--- src/hw/rtl/oblivious_bucket_shuffle_macros.svh ---
// assertion macros for the bucket shuffle
`ifndef OBLIVIOUS_BUCKET_SHUFFLE_MACROS_SVH
`define OBLIVIOUS_BUCKET_SHUFFLE_MACROS_SVH

// same-cycle implication, checked outside reset
`define OBS_ASSERT_IMPL(lbl, ante, cons, msg) \
  lbl: assert property (@(posedge clk) disable iff (!rst_n) (ante) |-> (cons)) \
    else $error(msg);

// next-cycle implication, checked outside reset
`define OBS_ASSERT_NEXT(lbl, ante, cons, msg) \
  lbl: assert property (@(posedge clk) disable iff (!rst_n) (ante) |=> (cons)) \
    else $error(msg);

`endif

--- src/hw/rtl/obs_ram.sv ---
// generic single-write, single-read ram with registered read
`timescale 1ns / 1ps
module obs_ram #(
  parameter int W = 8,
  parameter int D = 16,
  localparam int AW = (D > 1) ? $clog2(D) : 1
) (
  input  logic          clk,
  input  logic          we,
  input  logic [AW-1:0] waddr,
  input  logic [W-1:0]  wdata,
  input  logic [AW-1:0] raddr,
  output logic [W-1:0]  rdata
);
  logic [W-1:0] mem [D];

  always_ff @(posedge clk) begin
    if (we) begin
      mem[waddr] <= wdata;
    end
    rdata <= mem[raddr];
  end
endmodule

--- config.mk ---
export PLATFORM = sky130hd
export DESIGN_NAME = obs_ram
export DESIGN_NICKNAME = d
export VERILOG_FILES = /design/src/hw/rtl/oblivious_bucket_shuffle_macros.svh /design/src/hw/rtl/obs_ram.sv
export SDC_FILE = /design/constraint.sdc
export NUM_CORES = 1
export LEC_CHECK = 0
export BUFFER_PORTS_ARGS = -buffer_cell sky130_fd_sc_hd__buf_2
export CORE_MARGIN = 2
export CORE_UTILIZATION = 35
export DETAILED_ROUTE_END_ITERATION = 7
export SLEW_MARGIN = 20
export SYNTH_ARGS = -nofsm -noshare
export SYNTH_HDL_FRONTEND = slang
export SYNTH_SLANG_ARGS = --single-unit
--- constraint.sdc ---
create_clock -name clk -period 2.9 [get_ports clk]
set_clock_uncertainty 0.2 [all_clocks]
set_input_delay 0.58 -clock clk [delete_from_list [all_inputs] [get_ports clk]]
set_output_delay 0.58 -clock clk [all_outputs]
set_load 0.1 [all_outputs]
== After elaboration in Yosys (flattened, before gate mapping) ==
Memories as Yosys holds them, arrays and structs flattened. A register that Yosys moved wholly into a read port is not among the register bits.
Cells that the tools add are included.

* Multiplexer cells: 2

{| class="wikitable"
|+ Operators by type and width
! cell !! number
|-
| two-way mux 1 bit || 2
|}

* Register bits: 0
* RAM bits: 128
* Input bits: 18
* Logic and storage cells: 3
* Memories: 1

{| class="wikitable"
|+ Memory list
! memory !! depth !! width !! read ports !! clocked after memory_dff !! wr ports !! RTL line !! text
|-
| mem || 16 || 8 || 1 || 1 || 1 || obs_ram.sv:15 || <nowiki>logic [W-1:0] mem [D];</nowiki>
|}

== Depth between registers and ports, before layout ==
* Depth in word-level cells: 2
* Depth in mapped cells: 5
* Gate-level depth less buffers: 3

== Least setup slack after synthesis ==
No wires, ideal clock.

* Path type: input to register
* Start point: input waddr[2]
* End point: memory mem[0][0] (enable)
* Data arrival time: 1.690 ns
* Required time: 2.317 ns
* Path slack: 0.627 ns
* Stages: 2
* Cells stage by stage: or3b_2 -> nor3_1

{| class="wikitable"
|+ RTL lines
! item !! RTL line !! text
|-
| from (decl) || obs_ram.sv:10 || <nowiki>input logic [AW-1:0] waddr,</nowiki>
|-
| to (decl) || obs_ram.sv:15 ||
|}

Straight into the memory's write port.

== Final worst setup path ==
* Start point: register rdata[2] (read register of mem)
* End point: output rdata[2]

{| class="wikitable"
|+ RTL lines
! item !! RTL line !! text
|-
| from (decl) || obs_ram.sv:13 || <nowiki>output logic [W-1:0] rdata</nowiki>
|}

No word-level cell between the ends.

==> results.md <==
- GRT Util Overall: about 14%
- Max-slew headroom: about half
- I/O Pins: 26
- Crit path largest cell delay: 0.45 ns
- Syn Area/Cell: approximately 22 um2
- Fin Setup TNS: 0 ns
- Leakage: roughly 2.1 nW
- Root buf cell: clkbuf_16
- HP Class: in -> reg
- Worst slew pin tran: approximately 0.76 ns
- DRC violations left: 0
- Vias in the first global route: approximately 2,400
- Die area: 15,700 um2
- Std cell rows: 44
- Diode count: 0
- Top post-synthesis cells by count: edfxtp_1, mux4_2, a22oi_1, mux4_1, nor2_1
- Via count: ~2,400
- RSZ-0062 raised after global routing: no
- Outcome: completed
- Layout Cells excl Fill: 480
- Core ar.: 14,400 um2
- Synth area leader: edfxtp_1
- Post-synth EDFFs: 128
- Top post-synthesis cells by area: edfxtp_1, mux4_2, mux4_1
- Post-route setup slack: around 0.9 ns
- DR WL/cell: 21.1 um
- Detail Route Antenna Nets: 0
- Hpwl dp: 6.61 mm
- Critical path, cell by cell: buf_2
- Placed cells: approximately 450
- Die Wd: 125 um
- Final setup fails: 0
- Pwr Density: a little under 800 nW/um2
- Crit Path Max Fanout: 1
- Share of layout cells above drive strength 1: a little under a third
- Flop and latch count out of synthesis: roughly 140
- Number of vias per cell: approximately 5.1
- F_max: a little under 500 MHz
- Reg-to-reg slack, setup: between 1 and 1.5 ns
- Hold path cells: 1
- Fin util: a little over two fifths
- Clock tree buffer depth: 2
- Worst EP required: about 2.1 ns
- # hold bufs at CTS: 0
- Area Overhead vs Synth: 21.6%
- Synth top area share: 74.7%
- Crit start category: flip-flop
- WS Path Type: reg -> out
- GP Congestion: roughly 0.72
- Syn Nets: 247
- Slowest cell on crit path: buf_2
- CTS tree: done
- Clock buffer count from CTS: 17
- Worst-path clk slew: approximately 0.060 ns
- Async S/R FF share, synth: 0%
- Mapped cell area: just over 5000 um2
- Post-cts resize count: 0
- Top delay family on crit path: buffers and inverters
- Max-cap viol count: 0
- H-tree depth: 4
- Wire length of the first global-routing pass: approximately 16 mm
- HP Start: wdata[5]
- Largest net degree at the start of global routing: 18
- First-pass DRT Iterations: 4
- Critical path buffers and inverters: 1
- PortBufs: 25
- Post-Synthesis Cells: ~230
- CP arrival: ~1.2 ns
- Most numerous cell in the Yosys netlist: edfxtp_1
- Cell Area, Placed: ~5600 um2
- Clk sinks: approximately 140
- DRT iter0 DRCs: 229
- Post-Layout Inst Area: about 6300 um2
- Tmin final: around 2 ns
- Worst setup EP type: primary output
- Initial antenna violation count: 0
- Max-slew violation count: 0
- Total wire length: around 10 mm
- Clk_lat worst skew: approximately 0.41 ns
- Worst hold endpoint: mem[1][5]
- Max VDD drop: roughly 0.00035 V
- Reg-to-Reg Start: mem[5][0]
- Layout Nets: 301
- FF-to-FF path depth: 3
- Final period util: 69.4%
- Final hold violation count: 0
- Register area share after synthesis: approximately 78%
- R2r endpoint: rdata[0]
- Grt ovf: 0
- Post-synth cell types: 19
- Post-CTS Setup Bufs: 0
- Die Y: approximately 130 um
- Initial core utilization: 35.7%
- YS warnings: 0
- Post-placement setup slack: around 0.45 ns
- Synth Flop Type: edfxtp_1
==> flip-flops by register name, summed over array words and instances (netlist names) <==
name   flops
rdata      8
mem      128
==> cells by family (layout without fill, tap and decap cells) <==
kind of cell           count (synthesis)  after routing  synth area share (%)
and+or+nand+nor                       35             35                  3.18
buffers and inverters                 10             77                  1.68
muxes                                 32             32                  15.0
AOI/OAI and AO/OA                     16             16                  2.33
DFF                                  136            136                  77.8
==> power by group <==
| part | total (mW) | switching (mW) | leakage, nW | internal (mW) |
|---|---|---|---|---|
| clock network | 2.39 | 0.762 | 0.317 | 1.63 |
| logic | 0.299 | 0.210 | 0.585 | 0.0891 |
| registers | 2.21 | 0.0142 | 1.22 | 2.20 |
| total | 4.90 | 0.986 | 2.13 | 3.92 |
==> layout make-up <==
| cell class | instances | area, um2 |
|---|---|---|
| Clock buffer | 19 | 443 |
| Clock inverter | 13 | 225 |
| Fill cell | 1259 | 8160 |
| Multi-Input combinational cell | 83 | 1060 |
| Sequential cell | 136 | 4000 |
| Tap cell | 184 | 230 |
| Timing Repair Buffer | 45 | 300 |
==> worst max path at each step <==
| stage | start | to | cells after the start |
|---|---|---|---|
| 3_5_place_dp | raddr[0] | rdata[4] | 5 |
| 4_1_cts | rdata[2] | rdata[2] | 1 |
| 5_1_grt | raddr[0] | rdata[4] | 5 |
| 3_3_place_gp | raddr[0] | rdata[4] | 5 |
| 6_report | rdata[2] | rdata[2] | 1 |
| 2_1_floorplan | waddr[2] | mem[0][0] | 2 |
==> cells in the final DEF (no fill, tap or decap), drive strengths merged <==
cell type,count
bufinv,6
nand2,9
a22oi,16
clkbuf,19
edfxtp,128
buf,45
nor2,13
nand3,1
nor3,4
nand3b,2
mux4,32
clkinv,4
nand2b,2
and2,1
nor2b,1
and2b,1
clkinvlp,3
or3b,1
dfxtp,8
==> per-stage QoR <==
| step | total power [mW] | hold slack [ns] |
|---|---|---|
| final | 4.90 | 0.364 |
| after global placement | 2.55 | 0.469 |
| after CTS | 4.94 | 0.353 |
| after detailed placement | 2.56 | 0.466 |
| after global routing | 5.06 | 0.366 |
| after floorplan | 2.46 | 0.429 |
==> routing by layer <==
layer  routed length [um]  GRT usage (%)  up-vias  share of wire (%)
li1                     -              -     1083                  -
met1                 4790           20.4     1273                 47
met2                 4630           19.9       65                 46
met3                  507           3.47       15                5.0
met4                  194           5.56        0                1.9
met5                    0              0        -                  0
==> worst register-to-register path, cell delays in order, from the launching register on <==
cell and delay, ns:
edfxtp_1 0.36, mux4_1 0.61, a22oi_1 0.19, nand2_1 0.07
Power figures use the tool's default switching activity.
